[config.mk]
export PLATFORM = sky130hd
export DESIGN_NAME = bim_ram
export DESIGN_NICKNAME = d
export VERILOG_FILES = /design/src/design/bim_ram.sv
export SDC_FILE = /design/constraint.sdc
export NUM_CORES = 2
export LEC_CHECK = 0
export BUFFER_PORTS_ARGS = -buffer_cell sky130_fd_sc_hd__clkbuf_2
export CAP_MARGIN = 20
export CORE_ASPECT_RATIO = 1.25
export CORE_MARGIN = 2
export CORE_UTILIZATION = 50
export DETAILED_ROUTE_END_ITERATION = 10
export PLACE_DENSITY = 0.68
export SETUP_SLACK_MARGIN = 0.5
export SLEW_MARGIN = 10
export SYNTH_ARGS = -nofsm -noshare
export SYNTH_HDL_FRONTEND = slang
export SYNTH_SLANG_ARGS = --single-unit
export TNS_END_PERCENT = 50
[constraint.sdc]
create_clock -name clk -period 4.1 [get_ports clk]
set_input_delay 0.205 -clock clk [delete_from_list [all_inputs] [get_ports clk]]
set_output_delay 0.205 -clock clk [all_outputs]
set_load 0.01 [all_outputs]
[src/design/bim_ram.sv]
`timescale 1ns / 1ps
// ----------------------------------------------------------------------------
// bim_ram: generic simple dual-port RAM
// One write port, one read port, read data registered.
// ----------------------------------------------------------------------------
module bim_ram #(
	parameter int WIDTH = 8,
	parameter int DEPTH = 256
) (
	input  logic                     clk,
	input  logic                     we,
	input  logic [$clog2(DEPTH)-1:0] waddr,
	input  logic [WIDTH-1:0]         wdata,
	input  logic [$clog2(DEPTH)-1:0] raddr,
	output logic [WIDTH-1:0]         rdata
);

	logic [WIDTH-1:0] mem [DEPTH];

	// write and registered read
	always_ff @(posedge clk) begin
		if (we) begin
			mem[waddr] <= wdata;
		end
		rdata <= mem[raddr];
	end

endmodule

-- Word level (Yosys, flattened, before mapping)
Memories as Yosys holds them, arrays and structs flattened. A register that Yosys moved wholly into a read port is not among the register bits.
Index checks and enable logic that the tools add are counted.
- muxes and demuxes: 2
- operators by type and width (kind ; number):
    1-bit two-way mux ; 2
- input bits: 26
- bits in registers: 0
- memories kept: 1
- logic and storage cells: 3
- memory bits (writable): 2048
- output and inout bits: 8
- memories (name ; words ; width ; rd ports ; clocked after Yosys merged registers in ; wr ports ; line ; RTL):
    mem ; 256 ; 8 ; 1 ; 1 ; 1 ; 18 ; logic [WIDTH-1:0] mem [DEPTH];

-- Longest topological paths before layout
- depth in word-level cells: 2
- mapped depth: 11

-- Least setup slack after synthesis
Ideal clock, no wire load.
- path kind: input-to-reg
- from: input port raddr[0]
- to: register rdata[2] (read register of mem)
- cell stages on the path: 9
- path slack: 1957 ps
- arrival: 2012 ps
- setup time: 131 ps
- required time: 3969 ps
- path buffers: 4
- cell sequence: buf_6 -> buf_12 -> buf_8 -> buf_2 -> mux4_2 -> a22oi_1 -> a21oi_1 -> nor4_1 -> nor4_2
- RTL lines (what ; line ; RTL):
    start: declaration ; 14 ; input logic [$clog2(DEPTH)-1:0] raddr,
    end: declaration ; 15 ; output logic [WIDTH-1:0] rdata

==> results list <==
* Post-route clock skew: ~0.021 ns
- Worst endpoint data arrival time: approximately 3.6 ns
- The floorplan step set the die width to 361 um.
- A synthesized cell averages roughly 21 um2.
- Number of enable flip-flop cells after synthesis: about 2000
* Clock tree from TritonCTS: built
* Worst path max stage delay: around 0.77 ns
- Total iterations of the first detailed-routing run: 6
- In the final layout, flip-flops and latches occupy between 60000 and 70000 um2.
- The number of global-route vias before repair is a little under 40000.
- Most frequently used cell type in the post-synthesis netlist: sky130_fd_sc_hd__edfxtp_1
- The total count of hold-check failures in the final report came to 0.
- The signal on the critical path passes through mux4_2, nor2b_1, a211oi_1, nor3_1, nor4_1, buf_4, nor4_1.
* Worst hold slack: approximately 0.034 ns
- After detailed routing, the number of remaining DRC violations is 0.
- Met2 layer wire length in the routed design: ~96000 um
* Top layer used by detailed routing: met5
- 34 I/O pins were placed.
- Number of H-tree levels: 4
- Routed length per instance: about 31 um
- Number of buffers inserted by port buffering: 33
- In the final routing, the length of wire on met1 measures 72200 um.
- The most numerous cell type found on the critical path is sky130_fd_sc_hd__nor4_1.
* Min Clock Period, post-route: slightly below 3 ns
- For this run, asynchronously set or reset flops after synthesis account for 0.
- For this design the ratio of total power to cell area is about 480 nW/um2.
* Max-slew violation total from the final report: 0
- After detailed routing, the number of vias per cell comes to ~6.3.
* Total met3 wirelength after detailed routing: between 15000 and 20000 um
- Clock latency at the later pin of the worst-skew pair: between 0.8 and 0.9 ns
* Cell with the largest stage delay on the worst path: sky130_fd_sc_hd__nor4_1
* Maximum clock frequency: between 0.3 and 0.4 GHz
- Dividing the final minimum period by the clock period gives 0.711.
- # Post-CTS Setup Buffers: 0
* Relative slew slack: 0.215
- Setup repair after global routing missed its margin: false
- Number of fillers in the final layout: around 11000
- Layout overhead on the synthesized area: 11.6%
- Clock tree synthesis found a total of between 2000 and 2500 sinks.
- Drt initial violations: between 5000 and 6000
* Buffer cell driving the clock tree root: sky130_fd_sc_hd__clkbuf_16
- The total overflow left after global routing is 0.
- Share of the yosys chip area belonging to registers: 0.775
- For this run, the number of Yosys warnings is 0.
* Estimated wirelength of the detail-placed design: about 120000 um
- Total Routed Length: 192000 um
- Weighted congestion reported at the end of routability-driven placement: 0.868
* Worst vdd rail ir drop: 0.440 mV
- The number of antenna violations at the first check in global routing was 8.
- Sum Neg Setup Slack: 0 ns
* Maximum number of pins on one net before global-route repair: 146
* Share of the synthesized area in the top cell type: 0.773
- Number of distinct library cells after synthesis: 55
- Most area-consuming cells after synthesis: sky130_fd_sc_hd__edfxtp_1, sky130_fd_sc_hd__mux4_2, sky130_fd_sc_hd__mux2i_1
- In this run the vertical extent of the chip is approximately 450 um.
- Data required time at the worst endpoint: roughly 4.8 ns
- No sink is reached through more buffers than the 3 on the longest clock path.
* Crit path kind: register to register
* Cell type with the highest aggregate area in the netlist: sky130_fd_sc_hd__edfxtp_1
- Summing all multi-input logic gate instances after layout gives roughly 16000 um2.
* Post-synth design cell area: 79600 um2
- Type of destination of the critical path: register
* Clock edge transition at the registers on the reported setup and hold paths: 0.06 ns
* Measured slew at the worst slew-check pin: 1.18 ns
- The min-delay analysis places its worst path in the category input pin to register.
- Most common library cells after synthesis: sky130_fd_sc_hd__edfxtp_1, sky130_fd_sc_hd__mux4_2, sky130_fd_sc_hd__nor2_1
- All-Layer GR Usage: 0.237
* FF+latch count, synth: 2056
- # resized after CTS: 0
- Primary flip-flop cell chosen by synthesis mapping: sky130_fd_sc_hd__edfxtp_1
- The tool flagged a number of max-cap violations equal to 0.
* CP Max Fanout: 1
- Kind of start point of the critical path: register
- Number of placement rows: ~160
- Die outline area: ~160000 um2
- Cell count after synthesis: 3733
- CTS hold repair buffers: 3
* Core Region: 158000 um2
- The first global-routing pass estimated roughly 280000 um of wire.
- In this run the remaining antenna-violating nets after routing total 0.
* # nets final: just under 4000
* Total setup violations reported at the end of the flow: 0
- Share of cells above drive strength 1: 0.238
* Count of vias placed by the detailed router: 38910
- The run finished with clean final reports.
- Syn Nets: 3759
* Number of buffers created by CTS: approximately 180
* Leakage power total: about 27 nW
- The initial utilization of the core area, before any placement, comes to 0.504.
## worst paths after layout
kind | depth (start not counted) | slack, ns | end | from
worst max-delay path | 7 | 1.19 | rdata[1] | mem[101][1]
worst min-delay path | 1 | 0.03 | mem[32][5] | wdata[5]
worst max register to register | 7 | 1.19 | rdata[1] | mem[101][1]
worst min register to register | 6 | 1.01 | rdata[4] | mem[54][4]
## cell type report
cell class	instances	area share
clock inverters	113	0.0126
diodes	6	0.000169
well taps	2062	0.0290
flip-flops and latches	2056	0.694
repair buffers	236	0.0240
multi-input cells	1442	0.186
inverters	2	0.0000845
clock buffers	225	0.0542
## state kept, by name (all words and copies together), names as in the netlist
| signal | flops |
|---|---|
| mem | 2048 |
| rdata | 8 |
## kinds of logic (layout without fill, tap and decap cells)
family / count (synthesis) / in the layout / synth area share
AOI/OAI and AO/OA: 385 / 385 / 0.0342
buffers and inverters: 235 / 576 / 0.0183
DFF: 2056 / 2056 / 0.775
muxes: 591 / 591 / 0.146
other: 0 / 6 / 0
and+or+nand+nor: 466 / 466 / 0.0263
## worst max-delay path, delay by kind of cell (launching register included)
kind	cells	cell delay, ns
simple gates	4	1.19
mux	1	0.46
buf+inv	1	0.28
compound gates	1	0.51
flops	1	0.36
## metrics by stage
stage	cells	area (um2)	total power, W	setup WS, ns	utilization
detailed placement	5795	82800	0.0258	0.476	0.525
floorplan	3733	79600	0.0248	1.96	-
global placement	5792	82800	0.0257	-0.0827	0.525
CTS	6136	88800	0.0426	1.26	0.563
global route	6137	88800	0.0434	1.06	0.563
finish	6142	88800	0.0424	1.19	0.563
## metal layers
| layer | global-route usage | up-vias |
|---|---|---|
| met1 | 0.317 | 20573 |
| li1 | - | 16062 |
| met2 | 0.391 | 1915 |
| met5 | 0 | - |
| met3 | 0.0434 | 354 |
| met4 | 0.0911 | 6 |
## power by group
part / internal (W) / switching, W / leakage [nW] / total [W]
combinational: 0.000738 / 0.00136 / 6.10 / 0.00210
clock: 0.00952 / 0.00754 / 2.90 / 0.0171
sequential: 0.0232 / 0.0000394 / 18.5 / 0.0232
total: 0.0334 / 0.00893 / 27.5 / 0.0424
## layout by cell type (no fill, tap or decap), types with 13 or more instances in the layout
cell type | synthesis | routed
sky130_fd_sc_hd__a211oi_1 | 16 | 16
sky130_fd_sc_hd__a21oi_1 | 96 | 96
sky130_fd_sc_hd__a221oi_1 | 13 | 13
sky130_fd_sc_hd__a22oi_1 | 133 | 133
sky130_fd_sc_hd__buf_12 | 8 | 27
sky130_fd_sc_hd__buf_4 | 27 | 174
sky130_fd_sc_hd__bufinv_16 | 0 | 18
sky130_fd_sc_hd__clkbuf_1 | 111 | 38
sky130_fd_sc_hd__clkbuf_16 | 0 | 186
sky130_fd_sc_hd__clkbuf_2 | 0 | 21
sky130_fd_sc_hd__clkinv_1 | 1 | 40
sky130_fd_sc_hd__clkinv_2 | 0 | 37
sky130_fd_sc_hd__edfxtp_1 | 2048 | 2048
sky130_fd_sc_hd__mux2i_1 | 134 | 134
sky130_fd_sc_hd__mux4_2 | 454 | 454
sky130_fd_sc_hd__nand2_1 | 33 | 33
sky130_fd_sc_hd__nand3_1 | 34 | 34
sky130_fd_sc_hd__nor2_1 | 282 | 279
sky130_fd_sc_hd__nor2b_1 | 31 | 28
sky130_fd_sc_hd__nor3_1 | 22 | 22
sky130_fd_sc_hd__nor4_1 | 24 | 23
sky130_fd_sc_hd__o221ai_1 | 46 | 46
sky130_fd_sc_hd__o22ai_1 | 28 | 28
Note: power is estimated with default switching activity, not from simulation.
