`config.mk`:
```
export PLATFORM = sky130hd
export DESIGN_NAME = bim_scan
export DESIGN_NICKNAME = d
export VERILOG_FILES = /design/src/design/bim_pkg.sv /design/src/design/bim_scan.sv
export SDC_FILE = /design/constraint.sdc
export NUM_CORES = 1
export LEC_CHECK = 0
export BUFFER_PORTS_ARGS = -buffer_cell sky130_fd_sc_hd__buf_2
export CAP_MARGIN = 10
export CORE_MARGIN = 3
export CORE_UTILIZATION = 50
export DETAILED_ROUTE_END_ITERATION = 7
export GPL_ROUTABILITY_DRIVEN = 0
export PLACE_DENSITY = 0.7
export SLEW_MARGIN = 20
export SYNTH_ARGS = -nofsm -noshare
export SYNTH_HDL_FRONTEND = slang
export SYNTH_SLANG_ARGS = --single-unit
```
`constraint.sdc`:
```
create_clock -name clk -period 6.1 [get_ports clk]
set_input_delay 0.305 -clock clk [delete_from_list [all_inputs] [get_ports clk]]
set_output_delay 0.305 -clock clk [all_outputs]
set_load 0.01 [all_outputs]
```
`src/design/bim_pkg.sv`:
```
`timescale 1ns / 1ps
// ----------------------------------------------------------------------------
// bim_pkg: shared types and constants of the boundary importance map
// Default sizes, request and register codes, scan states and neighbor codes.
// ----------------------------------------------------------------------------
package bim_pkg;

	// default geometry
	localparam int DEF_MAX_ROWS   = 256;
	localparam int DEF_MAX_COLS   = 256;
	localparam int DEF_MAX_LEVELS = 8;

	// field widths
	localparam int LABEL_W = 8;
	localparam int IMP_W   = 3;
	localparam int CFG_W   = 9;
	localparam int CFG_AW  = 2;

	// request kinds
	localparam logic REQ_WRITE = 1'b0;
	localparam logic REQ_QUERY = 1'b1;

	// configuration register indexes
	localparam logic [CFG_AW-1:0] REG_IMAGE_ROWS  = 2'd0;
	localparam logic [CFG_AW-1:0] REG_IMAGE_COLS  = 2'd1;
	localparam logic [CFG_AW-1:0] REG_LEVEL_COUNT = 2'd2;

	// configuration reset values
	localparam logic [CFG_W-1:0] RST_IMAGE_ROWS  = 9'd256;
	localparam logic [CFG_W-1:0] RST_IMAGE_COLS  = 9'd256;
	localparam logic [3:0]       RST_LEVEL_COUNT = 4'd7;

	// neighbor read sequence of one window position
	localparam logic [2:0] NB_UP    = 3'd1;
	localparam logic [2:0] NB_DOWN  = 3'd2;
	localparam logic [2:0] NB_LEFT  = 3'd3;
	localparam logic [2:0] NB_RIGHT = 3'd4;

	// scan sequencer states
	typedef enum logic [1:0] {
		SC_IDLE,
		SC_POS,
		SC_NB,
		SC_LAST
	} scan_state_t;

endpackage

```
`src/design/bim_scan.sv`:
```
`timescale 1ns / 1ps
// ----------------------------------------------------------------------------
// bim_scan: window scan sequencer
// Walks window positions ring by ring in increasing city-block distance,
// reads each in-image position and its four neighbors from label memory and
// stops at the first boundary pixel or at the end of the last ring.
// ----------------------------------------------------------------------------
module bim_scan import bim_pkg::*; #(
	parameter int RA = 8,
	parameter int CA = 8,
	parameter int LW = 4
) (
	input  logic                 clk,
	input  logic                 arst_n,
	input  logic                 q_go,
	input  logic                 q_zero,
	input  logic [RA-1:0]        q_row,
	input  logic [CA-1:0]        q_col,
	input  logic [RA:0]          nr,
	input  logic [CA:0]          nc,
	input  logic [LW-1:0]        top,
	output logic [RA+CA-1:0]     rd_addr,
	input  logic [LABEL_W-1:0]   rd_data,
	output logic                 busy,
	output logic                 res_valid,
	output logic [IMP_W-1:0]     res_imp
);

	localparam int PW = ((RA > CA) ? RA : CA) + LW + 2;

	scan_state_t state_q, state_n;

	logic [RA-1:0]        qr_q;
	logic [CA-1:0]        qc_q;
	logic [LW-1:0]        d_q;
	logic signed [LW:0]   dr_q;
	logic                 neg_q;
	logic [RA-1:0]        pr_q;
	logic [CA-1:0]        pc_q;
	logic [2:0]           k_q;
	logic [LABEL_W-1:0]   ctr_q;
	logic                 hit_q;
	logic                 res_valid_q;
	logic [IMP_W-1:0]     res_imp_q;

	logic [LW-1:0]        adr;
	logic [LW-1:0]        dcm;
	logic signed [LW:0]   dc;
	logic signed [PW-1:0] pr_s;
	logic signed [PW-1:0] pc_s;
	logic                 pos_in;
	logic                 last_side;
	logic                 ring_end;
	logic                 search_end;
	logic                 found;
	logic                 fin;
	logic                 adv;
	logic [IMP_W-1:0]     fin_imp;
	logic [RA-1:0]        nb_r;
	logic [CA-1:0]        nb_c;

	// position of the current window step
	always_comb begin
		adr  = (dr_q < 0) ? LW'(-dr_q) : LW'(dr_q);
		dcm  = d_q - adr;
		dc   = neg_q ? -$signed({1'b0, dcm}) : $signed({1'b0, dcm});
		pr_s = $signed(PW'(qr_q)) + PW'(dr_q);
		pc_s = $signed(PW'(qc_q)) + PW'(dc);
		pos_in = (pr_s >= 0) && (pr_s < $signed(PW'(nr)))
			&& (pc_s >= 0) && (pc_s < $signed(PW'(nc)));
		last_side  = neg_q || (dcm == '0);
		ring_end   = (dr_q == $signed({1'b0, d_q}));
		search_end = ring_end && last_side && (d_q == top - LW'(1));
		found      = hit_q || (rd_data != ctr_q);
	end

	// neighbor address; a neighbor outside the image rereads the center
	always_comb begin
		nb_r = pr_q;
		nb_c = pc_q;
		case (k_q)
			NB_UP: begin
				if (pr_q != '0) nb_r = pr_q - RA'(1);
			end
			NB_DOWN: begin
				if ((RA+1)'(pr_q) + (RA+1)'(1) < nr) nb_r = pr_q + RA'(1);
			end
			NB_LEFT: begin
				if (pc_q != '0) nb_c = pc_q - CA'(1);
			end
			NB_RIGHT: begin
				if ((CA+1)'(pc_q) + (CA+1)'(1) < nc) nb_c = pc_q + CA'(1);
			end
			default: begin
				nb_r = pr_q;
				nb_c = pc_q;
			end
		endcase
	end

	// next state
	always_comb begin
		state_n = state_q;
		case (state_q)
			SC_IDLE: begin
				if (q_go) state_n = SC_POS;
			end
			SC_POS: begin
				if (pos_in) state_n = SC_NB;
				else if (search_end) state_n = SC_IDLE;
			end
			SC_NB: begin
				if (k_q == NB_RIGHT) state_n = SC_LAST;
			end
			SC_LAST: begin
				if (found || search_end) state_n = SC_IDLE;
				else state_n = SC_POS;
			end
			default: state_n = SC_IDLE;
		endcase
	end

	// outputs of the sequencer
	always_comb begin
		rd_addr = {pr_s[RA-1:0], pc_s[CA-1:0]};
		fin     = 1'b0;
		adv     = 1'b0;
		fin_imp = '0;
		case (state_q)
			SC_POS: begin
				adv = !pos_in;
				fin = !pos_in && search_end;
			end
			SC_NB: begin
				rd_addr = {nb_r, nb_c};
			end
			SC_LAST: begin
				adv = !found;
				fin = found || search_end;
				if (found) fin_imp = IMP_W'(top - d_q);
			end
			default: begin
				adv = 1'b0;
			end
		endcase
	end

	// control state
	always_ff @(posedge clk or negedge arst_n) begin
		if (!arst_n) begin
			state_q     <= SC_IDLE;
			res_valid_q <= 1'b0;
		end else begin
			state_q     <= state_n;
			res_valid_q <= fin || q_zero;
		end
	end

	// scan datapath
	always_ff @(posedge clk) begin
		if (q_zero) res_imp_q <= '0;
		else if (fin) res_imp_q <= fin_imp;

		if (q_go) begin
			qr_q  <= q_row;
			qc_q  <= q_col;
			d_q   <= '0;
			dr_q  <= '0;
			neg_q <= 1'b0;
		end else if (adv) begin
			if (!last_side) begin
				neg_q <= 1'b1;
			end else begin
				neg_q <= 1'b0;
				if (ring_end) begin
					d_q  <= d_q + LW'(1);
					dr_q <= -$signed({1'b0, d_q + LW'(1)});
				end else begin
					dr_q <= dr_q + (LW+1)'(1);
				end
			end
		end

		// center latch and neighbor compare
		if (state_q == SC_POS) begin
			pr_q  <= pr_s[RA-1:0];
			pc_q  <= pc_s[CA-1:0];
			k_q   <= NB_UP;
			hit_q <= 1'b0;
		end else if (state_q == SC_NB) begin
			k_q <= k_q + 3'd1;
			if (k_q == NB_UP) ctr_q <= rd_data;
			else if (rd_data != ctr_q) hit_q <= 1'b1;
		end
	end

	assign busy      = (state_q != SC_IDLE);
	assign res_valid = res_valid_q;
	assign res_imp   = res_imp_q;

endmodule
```
* Word-level counts from Yosys, hierarchy flattened
Index checks and enable logic that the tools add are counted.
Word-level totals: bits in registers 60, input port bits 50, output and inout bits 21, word-level logic and storage cells 95
Operators by class: add/subtract/negate cells 17, $lt $le $gt $ge 7, equal/unequal tests 13, muxes and demuxes 21, bitwise operators 2, reduce and logical (&&, ||, !) cells 22
Operators by type and width (number):
- 8-bit 2-to-1 mux | 4
- 8-bit case mux with 2 select lines | 2
- 9-bit by 5-bit adder with 10-bit output | 2
- 10-bit by 1-bit >= comparator with 1-bit output (second input constant) | 2
- 10-bit less-than comparator | 2
- 8-bit by 1-bit adder with 9-bit output (second input constant) | 2
- 9-bit less-than comparator | 2
- 8-bit by 1-bit adder with 8-bit output (second input constant) | 2
- 16-bit 2-to-1 mux | 1
- 8-bit nonzero test | 2
- 8-bit by 1-bit subtractor with 8-bit output (second input constant) | 2
- 3-bit AND reduction | 4
- 5-bit 2-to-1 mux | 2
- 4-bit negator with 5-bit output | 2
- 2-bit 2-to-1 mux | 4
- 8-bit inequality test | 1
- 2-bit case mux with 4 select lines | 1
- 3-bit by 2-bit equality test with 1-bit output (second input constant) | 2
- 1-bit logical AND | 6
- 3-bit 2-to-1 mux | 2
- 5-bit by 2-bit adder with 5-bit output (second input constant) | 1
- 5-bit equality test | 1
- 5-bit by 1-bit less-than comparator with 1-bit output (second input constant) | 1
- 4-bit by 1-bit adder with 4-bit output (second input constant) | 1
- other kinds (22) | 31

* Longest topological paths before layout
Gate-level depths: netlist of run 1.
word-level depth 13, depth in mapped cells 27

* Worst setup path before layout of run 1
OpenSTA, ideal clock, no wires.
path kind reg2reg, start register dr_q[1], end register d_q[3], data arrival time 5.473 ns, slack 0.504 ns, cell stages (with the launch flop) 26, period minus slack after synthesis 5.596 ns, path through dfxtp_1 -> inv_1 -> ha_1 -> mux2i_1 -> fa_1 -> inv_1 -> ha_1 -> nand2_1 -> nand4b_1 -> and3_1 -> clkbuf_1 -> ha_1 -> o21a_1 -> o31a_1 -> o21a_1 -> nor2_1 -> xnor2_1 -> ha_1 -> a21o_1 -> a211oi_1 -> nand2_1 -> a2111o_1 -> and4bb_2 -> buf_4 -> nor4_1 -> mux2_1
Between the ends: longest elaborated chain between the ends 12
RTL lines:
- from (decl) | RTL line bim_scan.sv:36 | logic signed [LW:0] dr_q;
- from (signal assigned) | RTL line bim_scan.sv:177 | dr_q <= -$signed({1'b0, d_q + LW'(1)});
- from (signal assigned) | RTL line bim_scan.sv:179 | dr_q <= dr_q + (LW+1)'(1);
- 4-bit negator or 5-bit by 1-bit less-than comparator with 1-bit output (tied branches) | RTL line bim_scan.sv:64 | adr = (dr_q < 0) ? LW'(-dr_q) : LW'(dr_q);
- 4-bit 2-to-1 mux * | RTL line bim_scan.sv:64
- 4-bit subtractor * | RTL line bim_scan.sv:65 | dcm = d_q - adr;
- 4-bit negator with 5-bit output | RTL line bim_scan.sv:66 | dc = neg_q ? -$signed({1'b0, dcm}) : $signed({1'b0, dcm});
- 5-bit 2-to-1 mux * | RTL line bim_scan.sv:66
- 9-bit by 5-bit adder with 10-bit output * | RTL line bim_scan.sv:68 | pc_s = $signed(PW'(qc_q)) + PW'(dc);
- named net pc_s[7] | RTL line bim_scan.sv:50 | logic signed [PW-1:0] pc_s;
- 10-bit by 1-bit >= comparator with 1-bit output | RTL line bim_scan.sv:70 | && (pc_s >= 0) && (pc_s < $signed(PW'(nc)));
- 1-bit logical AND | RTL line bim_scan.sv:70
- 1-bit logical AND * | RTL line bim_scan.sv:70
- 1-bit zero test * | RTL line bim_scan.sv:131 | adv = !pos_in;
- 1-bit case mux with 2 select lines * | RTL line bim_scan.sv:129 | case (state_q)
- 3-bit AND reduction (no line) *
- to (signal assigned) | RTL line bim_scan.sv:176 | d_q <= d_q + LW'(1);
- to (decl) | RTL line bim_scan.sv:35 | logic [LW-1:0] d_q;
The timed path passes the listed nets; every way through them passes the cells marked *. A chain may end at the register's enable or synchronous reset.

* Worst setup path in the final report of run 1
start register dr_q[0], end register dr_q[0]
Between the ends: longest elaborated chain between the ends 12
RTL lines (RTL line):
- 4-bit negator or 5-bit by 1-bit less-than comparator with 1-bit output (tied branches) | bim_scan.sv:64
- 4-bit 2-to-1 mux * | bim_scan.sv:64
- 4-bit subtractor * | bim_scan.sv:65
- 4-bit negator with 5-bit output | bim_scan.sv:66
- 5-bit 2-to-1 mux * | bim_scan.sv:66
- 9-bit by 5-bit adder with 10-bit output * | bim_scan.sv:68
- named net pc_s[7] | bim_scan.sv:50
- 10-bit by 1-bit >= comparator with 1-bit output | bim_scan.sv:70
- 1-bit logical AND | bim_scan.sv:70
- 1-bit logical AND * | bim_scan.sv:70
- 1-bit zero test * | bim_scan.sv:131
- 1-bit case mux with 2 select lines * | bim_scan.sv:129
- 2-bit AND reduction (no line) *
Marked as above.

==> results of run 1 <==
==> metal layers <==
layer  wire length [µm]  global-route usage (%)
met1               6560                    30.6
met5                  0                       0
met2               6990                    37.2
met3                895                    3.44
met4                344                    8.23
==> cells in the mapped netlist, drive strengths merged (8+ instances only) <==
cell / count
edfxtp: 40
nor4: 13
or4: 10
a211oi: 9
and3: 8
xor2: 22
nor3: 13
clkbuf: 22
dfxtp: 17
o21ai: 34
o211ai: 12
nor2: 42
xnor2: 31
a21o: 16
o21a: 8
a31oi: 15
ha: 70
nand3: 25
inv: 56
nand2: 43
nand2b: 8
nor2b: 12
a21oi: 42
==> worst paths after layout <==
kind                       startpoint          to  slack [ns]  depth (start not counted)
hold / removal               q_col[3]     qc_q[3]        0.15                          1
setup / recovery              dr_q[0]     dr_q[0]        0.26                         24
min in group asynchronous      arst_n   async pin        0.31                          2
hold reg to reg            res_imp[2]  res_imp[2]        0.51                          2
setup reg to reg              dr_q[0]     dr_q[0]        0.26                         24
max in group asynchronous      arst_n   res_valid        5.68                          2
==> worst max-delay path: stages (launching register included) <==
cell and delay (ns):
dfxtp_2 0.41, inv_1 0.08, ha_1 0.31, mux2i_2 0.23, fa_1 0.45, inv_1 0.10, ha_1 0.17, nand2_1 0.06
nand4b_1 0.24, and3_4 0.27, ha_1 0.33, o21a_1 0.21, o31a_1 0.15, o21a_1 0.18, nor2_1 0.18, xnor2_2 0.16
ha_1 0.30, a21o_1 0.19, a211oi_1 0.22, nand2_1 0.10, a2111o_1 0.43, o41ai_4 0.49, buf_4 0.19, a2111oi_0 0.05
o32ai_1 0.23
==> sequential cells by signal, summed over array words and instances, names as in the netlist, named ones only <==
register / flops
ctr_q: 8
d_q: 4
dr_q: 5
hit_q: 1
k_q: 3
neg_q: 1
pc_q: 8
pr_q: 8
qc_q: 8
qr_q: 8
res_imp: 3
res_valid: 1
state_q: 1
==> timing repair <==
| action | in CTS | in global routing |
|---|---|---|
| hold buffers | 1 | 0 |
| setup endpoints to repair | 0 | 10 |
| buffers inserted | 0 | 1 |
| endpoints found under the hold margin | 3 | 0 |
| gates resized for setup | 0 | 6 |
==> report_power, final <==
group / switching (mW) / total, mW / internal, mW
sequential: 0.185 / 0.784 / 0.598
combinational: 1.45 / 2.47 / 1.02
clock: 0.169 / 0.495 / 0.326
total: 1.80 / 3.75 / 1.94
==> final cells by class <==
class	instances	area (µm²)	share of cell area [%]
multi-input cells	534	3960	59.4
flip-flops and latches	60	1620	24.3
repair buffers	78	413	6.19
clock buffers	14	254	3.81
inverters	56	210	3.15
well taps	140	175	2.63
clock inverters	2	33.8	0.507
==> metrics by stage <==
stage	setup WS (ns)	instances	instance area (µm²)
4_1_cts	0.183	883	6640
2_1_floorplan	0.504	677	5890
5_1_grt	-0.0453	884	6670
6_report	0.260	884	6670
3_5_place_dp	0.184	866	6340
3_3_place_gp	0.403	866	6340
==> logic make-up after synthesis <==
kind of cell,share of synthesized area (%)
adder cells (fa/ha/maj),16.2
XOR/XNOR,7.89
AO/OA/AOI/OAI,23.3
multiplexers,0.744
buffers and inverters,5.59
AND/OR/NAND/NOR,18.8
flip-flops,27.5
==> results.md, run 1 <==
* Max clock buf depth at 2
* Final Slew Violations at 0
* Layout cells sized above 1 at 14.5%
* Fin Setup TNS at 0 ns
* Total grt overflow at 0
* Die Footprint at 13,100 µm²
* Buffers on Ports at 70
* Initial Util at 52.7%
* IO Pins at 71
* Mapped Nets at 801
* Row count at 38
* TritonCTS clock tree: built
* Hpwl dp at 11,700 µm
* Clock Latency Late Sink at 0.33 ns
* Drt drc at 0
* Seq/Total Area, Yosys at 27.5%
* Nets at 863
* Root Driver: clkbuf_16
* Syn-to-layout area delta at 13.3%
* Vias in the first global route at 5,162
* Worst Skew at 0.00788 ns
* Mean Syn Cell Area at 8.69 µm²
* Wirelength per Cell at 16.7 µm
* Setup crit start kind: flop
* Period utilisation layout at 95.7%
* Power density over the cells at 562 nW/µm²
* Critical Path End Type: flop
* Ant. Diodes at 0
* Top post-synthesis cells by area: edfxtp_1 20%, ha_1 15%, dfxtp_1 5.8%, xnor2_1 4.6%, a21oi_1 3.6%
* EDFF count, synth at 40
* Hold Crit Class: input port to flop
* Run status: finished, final reports clean
* Final ANT Viol Nets at 0
* Worst hold margin at 0.151 ns
* Number of H-tree levels at 3
* Achievable Freq at 0.171 GHz
* Yosys top cell area share at 20.4%
* DR pass1 iterations at 5
* Endpoints failing setup at 0
* Fin crit period at 5.84 ns
* CTS Buf Count at 9
* WP data required at 6.33 ns
* Synth Flop Type: edfxtp_1
* Yosys cell types at 76
* Via density at 6.17
* Post-synth ARST share at 5.00%
* Die X at 114 µm
* Final wirelength at 14,800 µm
* Clk pin slew, worst setup/hold paths at 0.05 ns
* Crit Path Class: flop to flop
* First-pass GRT wire length at 24,300 µm
* Worst slew pin tran at 0.692 ns
* Crit-path max FO at 7
* GRT Overall Usage at 22.8%
* Slew headroom at 53.9%
* Max-cap violations at 0
* Chip Height at 114 µm
* # fillers at 988
* Yosys top cell by area: edfxtp_1
* Peak VDD IR at 0.000321 V
* Largest net degree at the start of global routing at 32
* YS warnings at 0
* Finished Core Util at 59.7%
* Antenna violations before repair at 0
* Leak at 2.86 nW
* Cells after Synth at 677
* Num Clock Sinks at 60
* Yosys reg bits at 60
* Iter 0 DRT Violations at 456
* Power Total at 3.75 mW
* Via Count at 5,458
* Commonest non-fill, non-tap cells in the layout: 70 x ha_1, 70 x buf_2, 56 x inv_1, 42 x nand2_1, 42 x a21oi_1
* Arr. time, crit path at 6.07 ns
* Mapped Area at 5890 µm²
* Final Hold Vio Count at 0
* Floorplan core area at 11,200 µm²
Power figures use the tool's default switching activity.
==> run 2: changes to the inputs <==
--- a/config.mk
+++ b/config.mk
@@ -8,10 +8,10 @@
 export BUFFER_PORTS_ARGS = -buffer_cell sky130_fd_sc_hd__buf_2
 export CAP_MARGIN = 10
 export CORE_MARGIN = 3
-export CORE_UTILIZATION = 50
+export CORE_UTILIZATION = 40
 export DETAILED_ROUTE_END_ITERATION = 7
 export GPL_ROUTABILITY_DRIVEN = 0
-export PLACE_DENSITY = 0.7
+export PLACE_DENSITY = 0.58
 export SLEW_MARGIN = 20
 export SYNTH_ARGS = -nofsm -noshare
 export SYNTH_HDL_FRONTEND = slang
==> run 2 against run 1 <==
Critical path depth stayed put. Global-route usage is 3.5 points lower. Utilization is 12 points lower.
==> results.md, run 2 (same netlist as run 1, synthesis figures left out) <==
* Worst slew pin tran at 0.855 ns (+0.163 ns)
* Via density at 5.83 (-5.6%)
* DR pass1 iterations at 5 (unchanged)
* Hold Path Stages at 1 (unchanged)
* Max-cap violations at 0 (unchanged)
* Number of H-tree levels at 3 (unchanged)
* Final wirelength at 15,600 µm (+5.6%)
* Power density over the cells at 570 nW/µm² (+1.4%)
* R2r startpoint: dr_q[0]
* Final worst slack at 0.328 ns (+0.0676 ns)
* Peak VDD IR at 0.000238 V (-26%)
* Nets at 866 (+0.35%)
* Vias in the first global route at 5,201 (+0.76%)
* Die X at 127 µm (+11%)
* Worst reg2reg path depth at 24 (unchanged)
* Final Hold Vio Count at 0 (unchanged)
* Post-Place Worst Slack at 0.113 ns (-0.0710 ns)
* Total grt overflow at 0 (unchanged)
* Worst Skew at 0.00853 ns (+0.000648 ns)
* Root Driver: clkbuf_16
* Achievable Freq at 0.173 GHz (+1.2%)
* Power Total at 3.85 mW (+2.8%)
* Drt drc at 0 (unchanged)
* Largest net degree at the start of global routing at 32 (unchanged)
* Max clock buf depth at 2 (unchanged)
* Iter 0 DRT Violations at 389 (-15%)
* Ant. Diodes at 0 (unchanged)
* Final ANT Viol Nets at 0 (unchanged)
* IO Pins at 71 (unchanged)
* Leak at 2.89 nW (+0.99%)
* WP data required at 6.31 ns (-0.02 ns)
* Wirelength per Cell at 16.8 µm (+0.66%)
* Chip Height at 127 µm (+11%)
* Critical Path End Type: flop
* Clock Latency Late Sink at 0.32 ns (about the same)
* CTS Buf Count at 9 (unchanged)
* Run status: finished, final reports clean
* Initial Util at 41.6% (-11 points)
* Num Clock Sinks at 60 (unchanged)
* Hold Crit Class: input port to flop
* Die Footprint at 16,200 µm² (+24%)
* Slew headroom at 42.9% (-11 points)
* Fin Setup TNS at 0 ns (unchanged)
* Row count at 43 (+13%)
* Layout cells sized above 1 at 15.4% (+0.88 points)
* Commonest non-fill, non-tap cells in the layout: 70 x ha_1, 70 x buf_2, 56 x inv_1, 42 x nand2_1, 42 x a21oi_1
* TritonCTS clock tree: built
* Final Slew Violations at 0 (unchanged)
* Arr. time, crit path at 5.99 ns (-0.08 ns)
* Crit Path Class: flop to flop
* Via Count at 5,405 (-0.97%)
* Floorplan core area at 14,100 µm² (+27%)
* Hpwl dp at 12,400 µm (+6.7%)
* Hold_sp: q_row[2]
* Clk pin slew, worst setup/hold paths at 0.06 ns (about the same)
* Syn-to-layout area delta at 14.9%
* Antenna violations before repair at 0 (unchanged)
* Period utilisation layout at 94.6% (-1.1 points)
* Setup crit start kind: flop
* Setup crit start: dr_q[0]
* Buffers on Ports at 70 (unchanged)
* Fin crit period at 5.77 ns (-0.0676 ns)
* GRT Overall Usage at 19.2% (-3.5 points)
* RSZ-0062 raised after global routing: false
* Endpoints failing setup at 0 (unchanged)
* Crit-path max FO at 7 (unchanged)
* Worst hold margin at 0.152 ns (+0.000412 ns)
* First-pass GRT wire length at 25,600 µm (+5.3%)
==> run 2: cell count changes in the layout (fill, tap and decap cells not counted), sizes merged <==
cell	delta
buf	+3
clkinv	+3
clkbuf	-3
==> run 2: what timing repair did <==
action,4_1_cts,5_1_grt
gates resized for setup,0,4
hold endpoints to repair,3,0
endpoints found under the setup margin,0,10
setup buffers,0,3
hold buffers,1,0
==> run 2: critical path: stages, from the launching register on <==
cell	delay [ns]
dfxtp_2	0.40
inv_1	0.08
ha_1	0.29
mux2i_2	0.23
fa_1	0.45
inv_1	0.10
ha_1	0.17
nand2_1	0.07
a211o_1	0.28
and3_4	0.22
ha_1	0.34
o21a_1	0.15
o31a_1	0.23
o21a_1	0.14
nor2_1	0.05
xnor2_1	0.29
ha_1	0.31
a21o_1	0.19
a211oi_1	0.22
nand2_1	0.09
a2111o_1	0.37
o41ai_4	0.41
buf_4	0.19
nor4_1	0.05
mux2_1	0.31
==> run 2: routing by layer <==
metal | track usage [%] | vias up | wire, µm
li1 | - | 2654 | -
met1 | 25.2 | 2583 | 7060
met2 | 32.6 | 158 | 7550
met3 | 3.64 | 10 | 823
met4 | 5.05 | 0 | 168
met5 | 0 | - | 0
==> run 2: where the power goes <==
part	switching (mW)	total, mW	internal (mW)
registers	0.187	0.785	0.598
clock network	0.181	0.532	0.352
logic	1.51	2.54	1.03
==> run 2: final cells by class <==
cell class                      count  area, µm²
Clock buffer                       11        264
Clock inverter                      5       57.6
Fill cell                        1388       7390
Inverter                           56        210
Multi-Input combinational cell    534       3950
Sequential cell                    60       1620
Tap cell                          180        225
Timing Repair Buffer               81        435
==> run 2: path summary, 6_finish.rpt <==
path	to	slack, ns
setup / recovery	d_q[3]	0.33
hold / removal	qr_q[2]	0.15
setup reg to reg	d_q[3]	0.33
hold reg to reg	res_imp[1]	0.50
max in group asynchronous	state_q[0]	5.63
min in group asynchronous	res_valid	0.32
==> run 2: metrics by stage <==
stage / utilization, % / cell area [µm²] / std cells
after floorplan: - / 5890 / 677
after global placement: 45.2 / 6400 / 907
after detailed placement: 45.2 / 6400 / 907
after CTS: 47.6 / 6730 / 924
after global routing: 47.8 / 6760 / 927
final: 47.8 / 6760 / 927
==> run 3: changes to the inputs <==
--- a/config.mk
+++ b/config.mk
@@ -5,13 +5,13 @@
 export SDC_FILE = /design/constraint.sdc
 export NUM_CORES = 1
 export LEC_CHECK = 0
+export ABC_AREA = 1
 export BUFFER_PORTS_ARGS = -buffer_cell sky130_fd_sc_hd__buf_2
 export CAP_MARGIN = 10
 export CORE_MARGIN = 3
 export CORE_UTILIZATION = 40
 export DETAILED_ROUTE_END_ITERATION = 7
-export GPL_ROUTABILITY_DRIVEN = 0
-export PLACE_DENSITY = 0.58
+export PLACE_DENSITY = 0.59
 export SLEW_MARGIN = 20
 export SYNTH_ARGS = -nofsm -noshare
 export SYNTH_HDL_FRONTEND = slang
==> run 3 against run 2 <==
Power fell by 25%. Setup slack improved by 0.41 ns. Global-route usage fell by 0.43 points. Die area fell by 5.6%. First-iteration DRC count fell by 8.5%. Area after synthesis fell by 5.9%. Register-to-register slack improved by 0.41 ns. Synthesized cell count rose by 9.3%. Critical path depth rose by 8. Sequential power fell by 12%. Routed wire length fell by 11%. Critical path type unchanged. Critical endpoint is now dr_q[3].
==> results.md, run 3 <==
* Mean Syn Cell Area at 7.48 µm² (-14%)
* Row count at 42 (-2.3%)
* Register-to-register setup slack at 0.74 ns (+0.41 ns)
* Yosys cell types at 42 (-45%)
* Top cell by count, worst path: nand2_1
* Total grt overflow at 0 (unchanged)
* Largest family of logic cells by synthesized area: simple AND/OR/NAND/NOR gates
* Achievable Freq at 0.186 GHz (+7.6%)
* Critical path's top delay family: adder cells
* Peak VDD IR at 0.000154 V (-35%)
* Arr. time, crit path at 5.63 ns (-0.36 ns)
* EDFF count, synth at 40 (unchanged)
* Fin crit period at 5.36 ns (-0.410 ns)
* YS warnings at 0 (unchanged)
* Drt drc at 0 (unchanged)
* Crit Path Class: flop to flop
* WP buf/inv at 6 (+3)
* Via density at 5.08 (-13%)
* Root Driver: clkbuf_16
* Syn-to-layout area delta at 15.3%
* DR pass1 iterations at 5 (unchanged)
* Period utilisation layout at 87.9% (-6.7 points)
* Antenna violations before repair at 0 (unchanged)
* CTS Buf Count at 9 (unchanged)
* Yosys reg bits at 60 (unchanged)
* Cells after Synth at 740 (+9.3%)
* Commonest non-fill, non-tap cells in the layout: 137 x nand2_1, 129 x inv_1, 70 x ha_1, 70 x buf_2, 61 x a21oi_1
* Cell-internal power at 1.53 mW (-23%)
* Worst Skew at 0.00681 ns (-0.00171 ns)
* Endpoints failing setup at 0 (unchanged)
* Vias in the first global route at 4,815 (-7.4%)
* Mapped Area at 5540 µm² (-5.9%)
* Num Clock Sinks at 60 (unchanged)
* Hpwl dp at 11,000 µm (-11%)
* Combinational share of power at 57.3% (-8.5 points)
* Yosys top cell area share at 21.7% (+1.3 points)
* Adder-Cell Fraction of Synth Area at 17.3% (+1.0 points)
* Synth cell count leaders: 137 x nand2_1, 129 x inv_1, 70 x ha_1
* Slew headroom at 54.4% (+11 points)
* Part of the power in registers at 23.8% (+3.4 points)
* Buffers on Ports at 70 (unchanged)
* First-pass GRT wire length at 22,600 µm (-12%)
* Chip Height at 124 µm (-2.9%)
* Nets at 936 (+8.1%)
* Mux contribution to synthesized area at 0% (-0.74 points)
* Clock Latency Late Sink at 0.34 ns (+0.02 ns)
* Final Slew Violations at 0 (unchanged)
* Net switching power at 1.38 mW (-26%)
* Power density over the cells at 455 nW/µm² (-20%)
* Run status: finished, final reports clean
* Top post-synthesis cells by area: edfxtp_1 22%, ha_1 16%, nand2_1 9.3%, inv_1 8.7%, dfxtp_1 6.1%
* Sw Share at 47.5% (-1.2 points)
* Worst hold margin at 0.136 ns (-0.0156 ns)
* Die Footprint at 15,300 µm² (-5.6%)
* Final GP Congestion at 0.872
* Initial Util at 41.3% (-0.27 points)
* Clk pin slew, worst setup/hold paths at 0.05 ns (about the same)
* Synth Area in Compound Gates at 14.1% (-9.1 points)
* Synth Flop Type: edfxtp_1
* Yosys top cell by area: edfxtp_1
* Post-Synth XOR/XNOR Area at 8.38% (+0.50 points)
* Crit path max-delay cell type: fa_1
* RSZ-0062 raised after global routing: false
* Fin Setup TNS at 0 ns (unchanged)
* Seq/Total Area, Yosys at 29.2% (+1.7 points)
* WP data required at 6.36 ns (+0.05 ns)
* Critical Path End Type: flop
* Floorplan core area at 13,400 µm² (-5.3%)
* DP Cell Count at 976 (+7.6%)
* Via Count at 5,044 (-6.7%)
* Number of setup buffers added after CTS at 0 (unchanged)
* Number of H-tree levels at 3 (unchanged)
* Leak at 3.17 nW (+9.9%)
* Final Hold Vio Count at 0 (unchanged)
* Ant. Diodes at 0 (unchanged)
* Clk network pwr share at 18.9% (+5.1 points)
* Synth Area in Simple Gates at 20.7% (+1.9 points)
* Commonest non-fill, non-tap cell in the layout: nand2_1
* Max-cap violations at 0 (unchanged)
* IO Pins at 71 (unchanged)
* Setup crit start kind: flop
* Critical Path Max Stage Delay at 0.55 ns (+0.10 ns)
* Post-synth ARST share at 5.00% (unchanged)
* Layout cells sized above 1 at 13.1% (-2.3 points)
* TritonCTS clock tree: built
* Worst slew pin tran at 0.680 ns (-0.175 ns)
* Die X at 124 µm (-2.9%)
* Count leader, synth: nand2_1
* Iter 0 DRT Violations at 356 (-8.5%)
* Crit-path max FO at 12 (+5)
* Non-filler cells, final at 993 (+7.1%)
* Wirelength per Cell at 13.9 µm (-17%)
* GRT Overall Usage at 18.8% (-0.43 points)
* Mapped Nets at 864 (+7.9%)
* Max clock buf depth at 2 (unchanged)
* Final ANT Viol Nets at 0 (unchanged)
* Largest net degree at the start of global routing at 26 (-19%)
* Hold Crit Class: input port to flop
* Final wirelength at 13,800 µm (-11%)
==> run 3: worst register-to-register path: cells and delay by family, from the launching register on <==
kind                       cells  cell delay (ns)
adders and majority gates      5             1.68
and+or+nand+nor               14             1.30
AOI/OAI and AO/OA              5             1.02
DFF                            1             0.51
xor gates and xnor gates       2             0.42
buffers and inverters          6             0.40
==> run 3: final timing paths <==
check	cells past startpoint	end	startpoint
hold reg to reg	2	res_imp[2]	res_imp[2]
setup / recovery	32	dr_q[3]	dr_q[1]
max in group asynchronous	2	state_q[0]	arst_n
hold / removal	1	qr_q[6]	q_row[6]
min in group asynchronous	2	async pin	arst_n
setup reg to reg	32	dr_q[3]	dr_q[1]
==> run 3: power by group through the flow <==
| stage | sequential (mW) | combinational [mW] | clock (mW) |
|---|---|---|---|
| after floorplan | 0.657 | 1.23 | 0 |
| after global placement | 0.694 | 1.62 | 0 |
| after detailed placement | 0.695 | 1.66 | 0 |
| after CTS | 0.688 | 1.67 | 0.560 |
| after global routing | 0.708 | 1.90 | 0.578 |
| final | 0.691 | 1.67 | 0.551 |
==> run 3: kinds of logic after synthesis <==
kind of cell / count (synthesis)
buffers and inverters: 147
DFF: 60
and+or+nand+nor: 267
xor gates and xnor gates: 53
adders and majority gates: 74
AOI/OAI and AO/OA: 139
==> run 3: stage by stage <==
stage | utilization, % | total power [mW] | area [µm²] | worst slack, ns
detailed placement | 45.2 | 2.35 | 6060 | 0.775
global route | 47.6 | 3.19 | 6380 | 0.0742
floorplan | - | 1.88 | 5540 | 1.46
global placement | 45.2 | 2.31 | 6060 | 0.950
finish | 47.6 | 2.91 | 6380 | 0.738
CTS | 47.6 | 2.92 | 6380 | 0.713
==> run 3: final cells by class <==
class / instances / area (µm²)
fill: 1349 / 7020
multi-input combinational: 533 / 3350
sequential: 60 / 1620
inverter: 135 / 507
timing repair buffer: 73 / 375
clock buffer: 9 / 225
tap: 176 / 220
clock inverter: 7 / 90.1
==> run 3: per-layer routing <==
layer  vias to the layer above  share of wire [%]  GRT usage, %
met5                         -                  0             0
met4                         0                2.1          8.37
met3                        25                5.6          2.86
met2                       145                 47          29.6
met1                      2287                 46          25.5
li1                       2587                  -             -
==> run 3: timing repair <==
item | 4_1_cts | 5_1_grt
hold buffers | 1 | 0
resized for setup | 0 | 0
hold endpoints to repair | 3 | 0
